==> config.mk <==
export PLATFORM = sky130hd
export DESIGN_NAME = coulomb_counter_with_overcurrent_levels_top
export DESIGN_NICKNAME = d
export VERILOG_FILES = /design/src/design/ccol_pkg.sv /design/src/design/ccol_alu.sv /design/src/design/coulomb_counter_with_overcurrent_levels_top.sv
export SDC_FILE = /design/constraint.sdc
export NUM_CORES = 2
export LEC_CHECK = 0
export ABC_CLOCK_PERIOD_IN_PS = 10300
export BUFFER_PORTS_ARGS = -buffer_cell sky130_fd_sc_hd__buf_2
export CELL_PAD_IN_SITES_DETAIL_PLACEMENT = 0
export CELL_PAD_IN_SITES_GLOBAL_PLACEMENT = 1
export CORE_UTILIZATION = 35
export CTS_BUF_LIST = sky130_fd_sc_hd__clkbuf_2
export DETAILED_ROUTE_END_ITERATION = 6
export PLACE_DENSITY = 0.61
export SLEW_MARGIN = 0
export SYNTH_ARGS = -nofsm -noshare
export SYNTH_HDL_FRONTEND = slang
export SYNTH_SLANG_ARGS = --single-unit
==> constraint.sdc <==
create_clock -name clk -period 10.3 [get_ports clk]
set_clock_uncertainty 0.2 [all_clocks]
set_input_delay 2.06 -clock clk [delete_from_list [all_inputs] [get_ports clk]]
set_output_delay 2.06 -clock clk [all_outputs]
set_load 0.03 [all_outputs]
==> src/design/ccol_pkg.sv <==
// Package for the coulomb counter with overcurrent levels.
// Holds widths, reset values, register and level codes, item and ALU structs.
// No dependencies; every other design file imports it.
package ccol_pkg;

  localparam int SAMPLE_BITS = 12;
  localparam int CHARGE_BITS = 40;

  localparam int GAIN_W    = 20;
  localparam int GAIN_FRAC = 16;
  localparam int FLOOR_W   = 12;
  localparam int MA_W      = 16;
  localparam int EL_W      = 16;
  localparam int PCT_W     = 8;
  localparam int LVL_W     = 3;
  localparam int SOC_W     = 14;
  localparam int REM_W     = 40;
  localparam int CAP_W     = 40;

  localparam int DATA_W    = 64;
  localparam int REG_IDX_W = 3;
  localparam int ADDR_W    = REG_IDX_W + 3;

  localparam int CMP_W     = (SAMPLE_BITS > FLOOR_W) ? SAMPLE_BITS : FLOOR_W;
  localparam int MUL_A_W   = (SAMPLE_BITS > MA_W) ? SAMPLE_BITS : MA_W;
  localparam int MUL_B_W   = GAIN_W;
  localparam int MUL_P_W   = MUL_A_W + MUL_B_W;
  localparam int CHUNK_W   = MUL_B_W;
  localparam int CHUNKS    = (CHARGE_BITS + CHUNK_W - 1) / CHUNK_W;
  localparam int PAD_W     = CHUNKS * CHUNK_W;
  localparam int NUM_W     = CHARGE_BITS + SOC_W;
  localparam int ALU_W     = NUM_W + 1;
  localparam int QUO_W     = MA_W + 7;
  localparam int CNT_W     = $clog2(QUO_W + 1);

  localparam int PCT_SCALE = 100;
  localparam int SOC_SCALE = 10000;
  localparam int PCT_MAX   = 255;
  localparam int SOC_MAX   = 10000;

  localparam logic [GAIN_W-1:0]      GAIN_RST     = GAIN_W'(498202);
  localparam logic [FLOOR_W-1:0]     FLOOR_RST    = FLOOR_W'(19);
  localparam logic [MA_W-1:0]        CAUTION_RST  = MA_W'(5000);
  localparam logic [MA_W-1:0]        WARNING_RST  = MA_W'(8000);
  localparam logic [MA_W-1:0]        CRITICAL_RST = MA_W'(12000);
  localparam logic [MA_W-1:0]        EXTREME_RST  = MA_W'(15000);
  localparam logic [MA_W-1:0]        FUSE_RST     = MA_W'(18000);
  localparam logic [CHARGE_BITS-1:0] CAP_RST      = CHARGE_BITS'(64'd32400000000);

  typedef enum logic [REG_IDX_W-1:0] {
    REG_GAIN     = 3'd0,
    REG_FLOOR    = 3'd1,
    REG_CAUTION  = 3'd2,
    REG_WARNING  = 3'd3,
    REG_CRITICAL = 3'd4,
    REG_EXTREME  = 3'd5,
    REG_FUSE     = 3'd6,
    REG_CAPACITY = 3'd7
  } reg_idx_t;

  typedef enum logic [LVL_W-1:0] {
    LVL_NORMAL   = 3'd0,
    LVL_CAUTION  = 3'd1,
    LVL_WARNING  = 3'd2,
    LVL_CRITICAL = 3'd3,
    LVL_EXTREME  = 3'd4,
    LVL_FUSE     = 3'd5
  } level_t;

  typedef enum logic [0:0] {
    ALU_ADD = 1'b0,
    ALU_SUB = 1'b1
  } alu_op_t;

  typedef struct packed {
    logic [SAMPLE_BITS-1:0] sample_raw;
    logic [EL_W-1:0]        elapsed_ms;
  } in_item_t;

  typedef struct packed {
    logic [MA_W-1:0]  current_ma;
    logic [PCT_W-1:0] fuse_load_percent;
    logic [LVL_W-1:0] load_level;
    logic             shutdown;
    logic [REM_W-1:0] remaining_mams;
    logic [SOC_W-1:0] charge_state;
  } out_item_t;

  typedef struct packed {
    alu_op_t            op;
    logic [ALU_W-1:0]   a;
    logic [ALU_W-1:0]   b;
    logic [MUL_A_W-1:0] ma;
    logic [MUL_B_W-1:0] mb;
  } alu_req_t;

  typedef struct packed {
    logic [ALU_W-1:0]   sum;
    logic [MUL_P_W-1:0] prod;
  } alu_rsp_t;

endpackage

==> src/design/ccol_alu.sv <==
// Shared arithmetic unit: one multiplier and one wide adder/subtractor.
// Driven each cycle by the sequencer in the top level; uses ccol_pkg.
module ccol_alu (
  input  ccol_pkg::alu_req_t req,
  output ccol_pkg::alu_rsp_t rsp
);
  import ccol_pkg::*;

  always_comb begin
    rsp.prod = MUL_P_W'(req.ma) * MUL_P_W'(req.mb);
    unique case (req.op)
      ALU_SUB: rsp.sum = req.a - req.b;
      default: rsp.sum = req.a + req.b;
    endcase
  end

endmodule

==> src/design/coulomb_counter_with_overcurrent_levels_top.sv <==
// Top level of the coulomb counter with overcurrent levels.
// Holds the register file, the sequencer and the result register; uses ccol_pkg
// and the shared arithmetic unit ccol_alu.
//
// Usage:
// Each input item carries one current-sense sample and the milliseconds since
// the previous one; each accepted item yields exactly one result item with the
// current, fuse load, load level, shutdown flag, remaining charge and state of
// charge. Both channels use valid/ready.
// Registers are written over the APB-style port at byte address 8*i, with
// 64-bit data; writing the capacity register also refills the remaining charge.
// Write registers only while the block is idle.
// Timing: the block works on one item at a time. A new item is accepted only
// once the previous result has been loaded into the output register. The
// shared subtractor runs 23 steps of the fuse-load division and 14 steps of
// the state-of-charge division, plus the chunked charge scaling.
// Reset loads every register with its default and sets the remaining charge
// to the default capacity. A stalled receiver holds the result in the output
// register; the next item can still be accepted and worked on, and it waits
// at its end until the register frees up.
module coulomb_counter_with_overcurrent_levels_top (
  input  logic                                   clk,
  input  logic                                   rst_n,
  input  logic                                   in_valid,
  output logic                                   in_ready,
  input  ccol_pkg::in_item_t                     in_data,
  output logic                                   out_valid,
  input  logic                                   out_ready,
  output ccol_pkg::out_item_t                    out_data,
  input  logic                                   psel,
  input  logic                                   penable,
  input  logic                                   pwrite,
  input  logic [ccol_pkg::ADDR_W-1:0]            paddr,
  input  logic [ccol_pkg::DATA_W-1:0]            pwdata,
  output logic [ccol_pkg::DATA_W-1:0]            prdata,
  output logic                                   pready
);
  import ccol_pkg::*;

  typedef enum logic [8:0] {
    S_IDLE     = 9'b000000001,
    S_MA       = 9'b000000010,
    S_PCT_MUL  = 9'b000000100,
    S_PCT_DIV  = 9'b000001000,
    S_USED     = 9'b000010000,
    S_SUB      = 9'b000100000,
    S_SOC_MUL  = 9'b001000000,
    S_SOC_DIV  = 9'b010000000,
    S_DONE     = 9'b100000000
  } state_t;

  state_t state_r, state_nxt;

  logic [GAIN_W-1:0]      gain_r, gain_nxt;
  logic [FLOOR_W-1:0]     floor_r, floor_nxt;
  logic [MA_W-1:0]        caution_r, caution_nxt;
  logic [MA_W-1:0]        warning_r, warning_nxt;
  logic [MA_W-1:0]        critical_r, critical_nxt;
  logic [MA_W-1:0]        extreme_r, extreme_nxt;
  logic [MA_W-1:0]        fuse_r, fuse_nxt;
  logic [CHARGE_BITS-1:0] capacity_r, capacity_nxt;
  logic [CHARGE_BITS-1:0] remaining_r, remaining_nxt;

  logic [SAMPLE_BITS-1:0] sample_r, sample_nxt;
  logic [EL_W-1:0]        elapsed_r, elapsed_nxt;
  logic [MA_W-1:0]        ma_r, ma_nxt;
  logic [MA_W+EL_W-1:0]   used_r, used_nxt;
  logic [PCT_W-1:0]       pct_r, pct_nxt;
  logic [MUL_P_W-1:0]     prod_r, prod_nxt;
  logic [NUM_W-1:0]       acc_r, acc_nxt;
  logic [PAD_W-1:0]       chunk_r, chunk_nxt;
  logic [CHARGE_BITS:0]   div_rem_r, div_rem_nxt;
  logic [NUM_W-1:0]       div_num_r, div_num_nxt;
  logic [CHARGE_BITS-1:0] div_den_r, div_den_nxt;
  logic [QUO_W-1:0]       div_quo_r, div_quo_nxt;
  logic [CNT_W-1:0]       cnt_r, cnt_nxt;
  logic                   out_valid_r, out_valid_nxt;
  out_item_t              out_data_r, out_data_nxt;

  alu_req_t               alu_req;
  alu_rsp_t               alu_rsp;

  logic                   cfg_wr;
  reg_idx_t               reg_idx;
  logic [CHARGE_BITS:0]   rem_sh;
  logic                   div_fits;
  logic [CHARGE_BITS:0]   rem_step;
  logic [QUO_W-1:0]       quo_step;
  logic [NUM_W-1:0]       acc_sum;
  logic [CHARGE_BITS-1:0] rem_new;
  logic                   out_load;
  level_t                 level;
  out_item_t              result;

  ccol_alu u_alu (
    .req (alu_req),
    .rsp (alu_rsp)
  );

  assign pready   = 1'b1;
  assign cfg_wr   = psel & penable & pwrite;
  assign reg_idx  = reg_idx_t'(paddr[ADDR_W-1:3]);
  assign in_ready = (state_r == S_IDLE);
  assign out_valid = out_valid_r;
  assign out_data  = out_data_r;

  always_comb begin
    unique case (reg_idx)
      REG_GAIN:     prdata = DATA_W'(gain_r);
      REG_FLOOR:    prdata = DATA_W'(floor_r);
      REG_CAUTION:  prdata = DATA_W'(caution_r);
      REG_WARNING:  prdata = DATA_W'(warning_r);
      REG_CRITICAL: prdata = DATA_W'(critical_r);
      REG_EXTREME:  prdata = DATA_W'(extreme_r);
      REG_FUSE:     prdata = DATA_W'(fuse_r);
      REG_CAPACITY: prdata = DATA_W'(capacity_r);
      default:      prdata = '0;
    endcase
  end

  // Restoring divider step shared by both divisions.
  assign rem_sh   = {div_rem_r[CHARGE_BITS-1:0], div_num_r[NUM_W-1]};
  assign div_fits = ~alu_rsp.sum[ALU_W-1];
  assign rem_step = div_fits ? alu_rsp.sum[CHARGE_BITS:0] : rem_sh;
  assign quo_step = {div_quo_r[QUO_W-2:0], div_fits};
  assign acc_sum  = alu_rsp.sum[NUM_W-1:0];

  // Levels are tested from the top down with a strict compare.
  always_comb begin
    if (ma_r > fuse_r)          level = LVL_FUSE;
    else if (ma_r > extreme_r)  level = LVL_EXTREME;
    else if (ma_r > critical_r) level = LVL_CRITICAL;
    else if (ma_r > warning_r)  level = LVL_WARNING;
    else if (ma_r > caution_r)  level = LVL_CAUTION;
    else                        level = LVL_NORMAL;
  end

  always_comb begin
    result.current_ma        = ma_r;
    result.fuse_load_percent = (fuse_r == '0) ? PCT_W'(PCT_MAX) : pct_r;
    result.load_level        = level;
    result.shutdown          = (level == LVL_EXTREME) || (level == LVL_FUSE);
    result.remaining_mams    = REM_W'(remaining_r);
    if (capacity_r == '0 || div_quo_r > QUO_W'(SOC_MAX)) begin
      result.charge_state = SOC_W'(SOC_MAX);
    end else begin
      result.charge_state = div_quo_r[SOC_W-1:0];
    end
  end

  // Operands of the shared unit depend only on the state and the registers.
  always_comb begin
    alu_req    = '0;
    alu_req.op = ALU_ADD;
    unique case (state_r)
      S_MA: begin
        alu_req.ma = MUL_A_W'(sample_r);
        alu_req.mb = gain_r;
      end
      S_PCT_MUL: begin
        alu_req.ma = MUL_A_W'(ma_r);
        alu_req.mb = MUL_B_W'(PCT_SCALE);
      end
      S_PCT_DIV: begin
        alu_req.op = ALU_SUB;
        alu_req.a  = ALU_W'(rem_sh);
        alu_req.b  = ALU_W'(div_den_r);
      end
      S_USED: begin
        alu_req.ma = MUL_A_W'(ma_r);
        alu_req.mb = MUL_B_W'(elapsed_r);
      end
      S_SUB: begin
        alu_req.op = ALU_SUB;
        alu_req.a  = ALU_W'(remaining_r);
        alu_req.b  = ALU_W'(used_r);
      end
      S_SOC_MUL: begin
        // Remaining charge times the scale, one chunk per cycle from the top,
        // with the product registered before it is accumulated.
        alu_req.ma = MUL_A_W'(SOC_SCALE);
        alu_req.mb = chunk_r[PAD_W-1 -: CHUNK_W];
        alu_req.op = ALU_ADD;
        alu_req.a  = ALU_W'({acc_r[NUM_W-CHUNK_W-1:0], {CHUNK_W{1'b0}}});
        alu_req.b  = ALU_W'(prod_r);
      end
      S_SOC_DIV: begin
        alu_req.op = ALU_SUB;
        alu_req.a  = ALU_W'(rem_sh);
        alu_req.b  = ALU_W'(div_den_r);
      end
      default: begin
      end
    endcase
  end

  always_comb begin
    state_nxt     = state_r;
    gain_nxt      = gain_r;
    floor_nxt     = floor_r;
    caution_nxt   = caution_r;
    warning_nxt   = warning_r;
    critical_nxt  = critical_r;
    extreme_nxt   = extreme_r;
    fuse_nxt      = fuse_r;
    capacity_nxt  = capacity_r;
    remaining_nxt = remaining_r;
    sample_nxt    = sample_r;
    elapsed_nxt   = elapsed_r;
    ma_nxt        = ma_r;
    used_nxt      = used_r;
    pct_nxt       = pct_r;
    prod_nxt      = prod_r;
    acc_nxt       = acc_r;
    chunk_nxt     = chunk_r;
    div_rem_nxt   = div_rem_r;
    div_num_nxt   = div_num_r;
    div_den_nxt   = div_den_r;
    div_quo_nxt   = div_quo_r;
    cnt_nxt       = cnt_r;
    out_load      = 1'b0;
    rem_new       = '0;

    unique case (state_r)
      S_IDLE: begin
        if (in_valid) begin
          sample_nxt  = in_data.sample_raw;
          elapsed_nxt = in_data.elapsed_ms;
          state_nxt   = S_MA;
        end
      end
      S_MA: begin
        if (CMP_W'(sample_r) < CMP_W'(floor_r)) begin
          ma_nxt = '0;
        end else if (alu_rsp.prod[MUL_P_W-1:GAIN_FRAC+MA_W] != '0) begin
          ma_nxt = '1;
        end else begin
          ma_nxt = alu_rsp.prod[GAIN_FRAC+MA_W-1:GAIN_FRAC];
        end
        state_nxt = S_PCT_MUL;
      end
      S_PCT_MUL: begin
        div_num_nxt = {alu_rsp.prod[QUO_W-1:0], {(NUM_W-QUO_W){1'b0}}};
        div_rem_nxt = '0;
        div_den_nxt = CHARGE_BITS'(fuse_r);
        div_quo_nxt = '0;
        cnt_nxt     = CNT_W'(QUO_W - 1);
        state_nxt   = S_PCT_DIV;
      end
      S_PCT_DIV: begin
        div_rem_nxt = rem_step;
        div_num_nxt = div_num_r << 1;
        div_quo_nxt = quo_step;
        if (cnt_r == '0) begin
          pct_nxt   = (quo_step > QUO_W'(PCT_MAX)) ? PCT_W'(PCT_MAX) : quo_step[PCT_W-1:0];
          state_nxt = S_USED;
        end else begin
          cnt_nxt = cnt_r - 1'b1;
        end
      end
      S_USED: begin
        used_nxt   = alu_rsp.prod[MA_W+EL_W-1:0];
        state_nxt  = S_SUB;
      end
      S_SUB: begin
        // The charge floors at zero once the used charge reaches what is left.
        if (!alu_rsp.sum[ALU_W-1] && alu_rsp.sum != '0) begin
          rem_new = alu_rsp.sum[CHARGE_BITS-1:0];
        end
        remaining_nxt = rem_new;
        chunk_nxt     = PAD_W'(rem_new);
        acc_nxt       = '0;
        cnt_nxt       = CNT_W'(CHUNKS);
        state_nxt     = S_SOC_MUL;
      end
      S_SOC_MUL: begin
        prod_nxt   = alu_rsp.prod;
        chunk_nxt  = chunk_r << CHUNK_W;
        if (cnt_r != CNT_W'(CHUNKS)) begin
          acc_nxt = acc_sum;
        end
        if (cnt_r == '0) begin
          div_rem_nxt = {1'b0, acc_sum[NUM_W-1:SOC_W]};
          div_num_nxt = {acc_sum[SOC_W-1:0], {(NUM_W-SOC_W){1'b0}}};
          div_den_nxt = capacity_r;
          div_quo_nxt = '0;
          cnt_nxt     = CNT_W'(SOC_W - 1);
          state_nxt   = S_SOC_DIV;
        end else begin
          cnt_nxt = cnt_r - 1'b1;
        end
      end
      S_SOC_DIV: begin
        div_rem_nxt = rem_step;
        div_num_nxt = div_num_r << 1;
        div_quo_nxt = quo_step;
        if (cnt_r == '0) begin
          state_nxt = S_DONE;
        end else begin
          cnt_nxt = cnt_r - 1'b1;
        end
      end
      S_DONE: begin
        if (!out_valid_r || out_ready) begin
          out_load  = 1'b1;
          state_nxt = S_IDLE;
        end
      end
      default: begin
        state_nxt = S_IDLE;
      end
    endcase

    if (cfg_wr) begin
      unique case (reg_idx)
        REG_GAIN:     gain_nxt     = pwdata[GAIN_W-1:0];
        REG_FLOOR:    floor_nxt    = pwdata[FLOOR_W-1:0];
        REG_CAUTION:  caution_nxt  = pwdata[MA_W-1:0];
        REG_WARNING:  warning_nxt  = pwdata[MA_W-1:0];
        REG_CRITICAL: critical_nxt = pwdata[MA_W-1:0];
        REG_EXTREME:  extreme_nxt  = pwdata[MA_W-1:0];
        REG_FUSE:     fuse_nxt     = pwdata[MA_W-1:0];
        REG_CAPACITY: begin
          capacity_nxt  = CHARGE_BITS'(pwdata[CAP_W-1:0]);
          remaining_nxt = CHARGE_BITS'(pwdata[CAP_W-1:0]);
        end
        default: begin
        end
      endcase
    end
  end

  assign out_valid_nxt = out_load | (out_valid_r & ~out_ready);
  assign out_data_nxt  = out_load ? result : out_data_r;

  always_ff @(posedge clk) begin
    if (!rst_n) begin
      state_r     <= S_IDLE;
      out_valid_r <= 1'b0;
      cnt_r       <= '0;
      gain_r      <= GAIN_RST;
      floor_r     <= FLOOR_RST;
      caution_r   <= CAUTION_RST;
      warning_r   <= WARNING_RST;
      critical_r  <= CRITICAL_RST;
      extreme_r   <= EXTREME_RST;
      fuse_r      <= FUSE_RST;
      capacity_r  <= CAP_RST;
      remaining_r <= CAP_RST;
    end else begin
      state_r     <= state_nxt;
      out_valid_r <= out_valid_nxt;
      cnt_r       <= cnt_nxt;
      gain_r      <= gain_nxt;
      floor_r     <= floor_nxt;
      caution_r   <= caution_nxt;
      warning_r   <= warning_nxt;
      critical_r  <= critical_nxt;
      extreme_r   <= extreme_nxt;
      fuse_r      <= fuse_nxt;
      capacity_r  <= capacity_nxt;
      remaining_r <= remaining_nxt;
    end
  end

  always_ff @(posedge clk) begin
    sample_r   <= sample_nxt;
    elapsed_r  <= elapsed_nxt;
    ma_r       <= ma_nxt;
    used_r     <= used_nxt;
    pct_r      <= pct_nxt;
    prod_r     <= prod_nxt;
    acc_r      <= acc_nxt;
    chunk_r    <= chunk_nxt;
    div_rem_r  <= div_rem_nxt;
    div_num_r  <= div_num_nxt;
    div_den_r  <= div_den_nxt;
    div_quo_r  <= div_quo_nxt;
    out_data_r <= out_data_nxt;
  end

`ifndef SYNTH
  a_rem_le_cap: assert property (@(posedge clk) disable iff (!rst_n)
    remaining_r <= capacity_r)
    else $error("remaining charge exceeds capacity");

  a_soc_range: assert property (@(posedge clk) disable iff (!rst_n)
    out_valid_r |-> out_data_r.charge_state <= SOC_W'(SOC_MAX))
    else $error("state of charge above full scale");

  a_shutdown: assert property (@(posedge clk) disable iff (!rst_n)
    out_valid_r |-> out_data_r.shutdown ==
      ((out_data_r.load_level == LVL_EXTREME) || (out_data_r.load_level == LVL_FUSE)))
    else $error("shutdown does not match load level");

  a_zero_normal: assert property (@(posedge clk) disable iff (!rst_n)
    (out_valid_r && out_data_r.current_ma == '0) |-> out_data_r.load_level == LVL_NORMAL)
    else $error("zero current graded above normal");
`endif

endmodule
* Word-level counts from Yosys, hierarchy flattened
Index checks and enable logic that the tools add are counted.
Storage, ports and cells: bits in registers 640, bits of input ports 105, output and inout bits 149, logic and storage cells 143
Operators by class: add/sub/neg operators 3, $mul 1, order comparisons 8, equal/unequal tests 26, multiplexer cells 37, bitwise logic cells 6, reductions and logical operators 32
Operator list (number):
- 64-bit one-hot mux with 8 select lines | 1
- 111-bit one-hot mux with 3 select lines | 1
- 40-bit 2-to-1 mux | 7
- 54-bit one-hot mux with 3 select lines | 1
- 40-bit one-hot mux with 2 select lines | 2
- 36-bit one-hot mux with 4 select lines | 1
- 40-bit one-hot mux with 3 select lines | 1
- 9-bit one-hot mux with 9 select lines | 1
- 16-bit > comparator | 5
- 23-bit one-hot mux with 3 select lines | 1
- 34-bit one-hot mux with 2 select lines | 1
- 55-bit adder | 1
- 55-bit 2-to-1 mux | 1
- 55-bit nonzero test | 1
- 55-bit subtractor | 1
- 54-bit 2-to-1 mux | 1
- 9-bit 2-to-1 mux | 5
- 40-bit logical NOT | 1
- 16-bit by 20-bit multiplier with 36-bit output | 1
- 34-bit 2-to-1 mux | 1
- 2-bit AND reduction | 14
- 23-bit by 14-bit > comparator with 1-bit output (second input constant) | 1
- 23-bit by 8-bit > comparator with 1-bit output (second input constant) | 1
- 23-bit 2-to-1 mux | 1
- other kinds (36) | 61

* Longest topological paths before layout
word-level depth 11, mapped depth 35, mapped depth without buffers 29

* Hierarchy
A second synthesis with hierarchy kept.
Second synthesis, totals: cells, all modules 4516, area total of the unflattened synthesis 42695.9 sq um
Modules (own cells, without submodules):
- coulomb_counter_with_overcurrent_levels_top | instances 1, cells each 2659, area each 27949.3 sq um, sequential area each 16215.6 sq um
- ccol_alu | instances 1, cells each 1857, area each 14746.6 sq um, sequential area each 0.0 sq um

* Worst setup path before layout
Ideal clock, no wire load.
path kind reg-to-reg, from register state_r[8], to register ma_r[12], data pin, arrival 9161 ps, required time 9823 ps, path slack 662 ps, stages on the path, launching flop included 33, buffers on the path 6, cells stage by stage dfxtp_1 -> nor4_4 -> buf_4 -> buf_2 -> nand2_1 -> nor3_2 -> clkbuf_1 -> a22oi_1 -> nand2_1 -> clkbuf_1 -> nand2_1 -> fa_1 -> inv_1 -> fa_1 -> fa_1 -> fa_1 -> fa_1 -> inv_1 -> fa_1 -> inv_1 -> ha_1 -> clkbuf_1 -> a211oi_1 -> o21ai_0 -> o2111ai_1 -> nand2_1 -> or3b_1 -> clkbuf_1 -> o21ai_1 -> a2111o_1 -> o211ai_1 -> nor4_4 -> a21oi_1
RTL lines:
- from (decl) | RTL line coulomb_counter_with_overcurrent_levels_top.sv:52 | state_t state_r, state_nxt;
- from (signal assigned) | RTL line coulomb_counter_with_overcurrent_levels_top.sv:351 | state_r <= state_nxt;
- to (signal assigned) | RTL line coulomb_counter_with_overcurrent_levels_top.sv:369 | ma_r <= ma_nxt;
- to (decl) | RTL line coulomb_counter_with_overcurrent_levels_top.sv:66 | logic [MA_W-1:0] ma_r, ma_nxt;

==> out/summary.txt <==
================================================================================
Avg Cell Area, Syn                                                      9.52 µm²
Sequential share of the synthesized area                                   38.1%
Post-synth EDFFs                                                             402
Stage delay of the slowest cell on the critical path                      590 ps
Height of the die                                                         351 µm
Final cell area excluding filler cells                                0.0472 mm²
Setup total negative slack                                                  0 ps
Static leakage                                                           19.7 nW
Final worst path period need                                             9750 ps
Total via count after detailed routing                                     35.5k
Layout filler cell count                                                   12.4k
Routability congestion estimate from global placement                      0.915
Number of ports placed on the die boundary                                   254
Placed Area                                                           0.0455 mm²
#FFs+latches synth                                                           609
Area growth syn-to-layout                                                  10.8%
Standard cell with the maximum stage delay on the critical path     sky130_fd_sc_hd__fa_1
Top library cells by usage in the layout, fill and taps aside       668 x sky130_fd_sc_hd__nand2_1, 435 x sky130_fd_sc_hd__inv_1, 402 x sky130_fd_sc_hd__edfxtp_1, 326 x sky130_fd_sc_hd__nor2_1, 266 x sky130_fd_sc_hd__clkbuf_2
Delay-heaviest family, CP                                            adder cells
Half-perimeter wire length after detailed placement                    128000 µm
Most used cell along the critical path                              sky130_fd_sc_hd__fa_1
Failing checks                                                               DRC
Synth warn                                                                     0
Wirelength, routed                                                     169000 µm
CP Depth                                                                      27
Worst skew pair latency                                                  1560 ps
Reg clk slew, reported paths                                              120 ps
Count of standard-cell rows                                                  127
Buf/Inv on CP                                                                  4
Commonest non-fill, non-tap cell in the layout                      sky130_fd_sc_hd__nand2_1
Most used DFF post-synth                                            sky130_fd_sc_hd__edfxtp_1
Run status                                                          complete, but fails checks
Critical Path Sink                                                       ma_r[9]
Count of final setup violators                                                 0
Detail Route Antenna Nets                                                      0
Fraction of the cycle the final worst path needs                           94.6%
CP Launch Type                                                          register
Number of vias per cell after detailed routing                              5.48
Clock buffers created by TritonCTS                                           172
Starting density of the core                                               35.4%
Maximum buffer depth of the clock tree                                         3
Iteration-0 DRC Markers                                                     3692
Critical setup path kind                                              reg -> reg
Number of placed instances with taps included                               6153
Post-DR wirelength/cell                                                  26.2 µm
Endpoint arrival time on the critical path                              10730 ps
Proportion of layout cells with a drive suffix above 1                     14.4%
Maximum fanout encountered on the critical timing path                        11
Drt first pass iters                                                           7
Cell count after synthesis                                                  4475
Quantity of hold-fixing buffers added after cts                                0
Clock tree root buffer cell                                         sky130_fd_sc_hd__clkbuf_2
Number of violations of the max-capacitance limit                              0
Clock Sinks                                                                  609
Endpoint of the most critical register-to-register path                  ma_r[9]
Critical Path Sink Type                                                 register
CTS tree                                                                    done
Number of cells on the worst reg-to-reg path                                  27
Number of H-tree levels                                                        4
Power density normalized to cell area                                 118 mW/mm²
Hold violation count in the final report                                       0
Non-Filler Instances                                                        6473
Number of antenna violations at the first check in global routing              6
Upper clock frequency limit                                              103 MHz
Hold slack final                                                          261 ps
Area of the core                                                       0.120 mm²
Req. time, crit path                                                    11280 ps
Count of input and output buffers                                            201
First element of the critical path                                    state_r[8]
Max-Slew Margin vs Limit                                                   20.1%
Number of different library cells in the post-synthesis netlist              100
Total global routing track utilization                                     27.5%
Slew at the pin closest to its max-slew limit                            1190 ps
Pin count of the biggest net entering global routing                         146
Remaining global-route overflow                                                0
Count of pins over their slew limit                                            0
R2r startpoint                                                        state_r[8]
First-pass GRT wire length                                             243000 µm
R2r setup slk                                                             550 ps
DRC violations left                                                            1
Width of the die                                                          351 µm
Number of nets in the layout                                                5328
Summed instance area of the synthesized netlist                       0.0426 mm²
Die footprint                                                          0.123 mm²
Share of synthesized registers carrying an async set or reset                 0%
Unrepaired setup endpoints after global routing                            false
Vias in the first global route                                             34.4k
Worst Hold Class                                                      reg -> reg
Worst vdd ir                                                           0.0915 mV
================================================================================
[logic make-up (layout without fill, tap and decap cells)]
family	count (synthesis)	count (layout)	share of synthesized area, %
XOR/XNOR	111	111	2.34
AND/OR/NAND/NOR	1441	1441	15.4
AO/OA/AOI/OAI	1058	1058	17.2
adder cells (fa/ha/maj)	507	507	19.3
buffers and inverters	718	1062	6.84
flip-flops	609	609	38.1
other	2	44	0.0176
multiplexers	29	29	0.864
[worst min path at each step]
stage | startpoint | depth (start not counted) | slack, ps | endpoint
6_report | pct_r[7] | 1 | 260 | out_data[65]
3_5_place_dp | floor_r[10] | 2 | 260 | floor_r[10]
5_1_grt | remaining_r[32] | 0 | 290 | out_data[46]
4_1_cts | pct_r[7] | 1 | 260 | out_data[65]
2_1_floorplan | remaining_r[20] | 0 | 230 | out_data[34]
3_3_place_gp | floor_r[10] | 2 | 250 | floor_r[10]
[area by class of cell]
class	instances	area, µm²	area share (%)
multi-input combinational	3183	23700	50.3
sequential	609	16200	34.4
tap	1612	2020	4.27
timing repair buffer	313	1890	4.01
inverter	437	1650	3.49
clock buffer	266	1330	2.82
clock inverter	46	338	0.716
antenna	7	17.5	0.0371
[state kept, by name, indices dropped and copies added, names as in the netlist, 23 cells and up]
register     cells
acc_r           34
capacity_r      40
chunk_r         40
div_den_r       40
div_num_r       23
div_quo_r       23
div_rem_r       40
out_data        82
prod_r          36
remaining_r     40
used_r          32
[stage by stage]
stage | total power (W) | setup slack [ps] | utilization [%]
floorplan | 0.00328 | 662 | -
global placement | 0.00368 | 585 | 37.8
detailed placement | 0.00367 | 511 | 37.8
CTS | 0.00562 | 429 | 39.2
global route | 0.00581 | 132 | 39.2
finish | 0.00558 | 551 | 39.2
[power breakdown]
part	leakage [nW]	total [W]	switching, W	internal, W
combinational	13.2	0.000966	0.000691	0.000275
sequential	5.32	0.00268	0.0000450	0.00263
clock	1.26	0.00194	0.00116	0.000781
total	19.7	0.00558	0.00189	0.00369
[per-layer routing]
metal	vias up	wire length [µm]	track usage [%]
li1	16100	-	-
met1	17700	74600	38.4
met2	1469	75600	42.2
met3	245	12700	4.83
met4	2	6330	10.4
met5	-	13	0
[worst register-to-register path: cells and delay by family (launching register included)]
kind	cells	cell delay (ps)
fa+ha+maj	7	3420
compound gates	8	2070
simple gates	8	2550
buf+inv	4	820
flops	1	390
[Yosys cell counts, drive strengths merged, types with 18 or more instances]
cell | instances | area (µm²)
a21o | 80 | 601
o31ai | 21 | 185
edfxtp | 402 | 12100
o21ai | 186 | 972
nor2 | 329 | 1240
a21oi | 229 | 1150
inv | 436 | 1640
xnor2 | 61 | 542
and3 | 44 | 285
a21boi | 111 | 833
dfxtp | 207 | 4140
nand4 | 45 | 297
xor2 | 50 | 457
o211ai | 44 | 335
a22oi | 42 | 315
a22o | 46 | 403
nand2 | 673 | 2530
ha | 256 | 3200
o21bai | 20 | 150
nor3 | 55 | 303
buf | 92 | 559
nor2b | 18 | 113
a211oi | 20 | 155
a31oi | 36 | 231
mux2i | 21 | 210
and2 | 107 | 672
clkbuf | 189 | 712
nor4 | 26 | 208
a222oi | 26 | 260
a2bb2oi | 20 | 175
a221oi | 26 | 228
nand2b | 36 | 233
nand3 | 68 | 345
o22ai | 31 | 194
fa | 251 | 5020
[repair_timing]
item | CTS | global route
buffers inserted | 0 | 1
gates resized for setup | 0 | 3
setup endpoints to repair | 0 | 10
(Power assumes the default switching activity.)
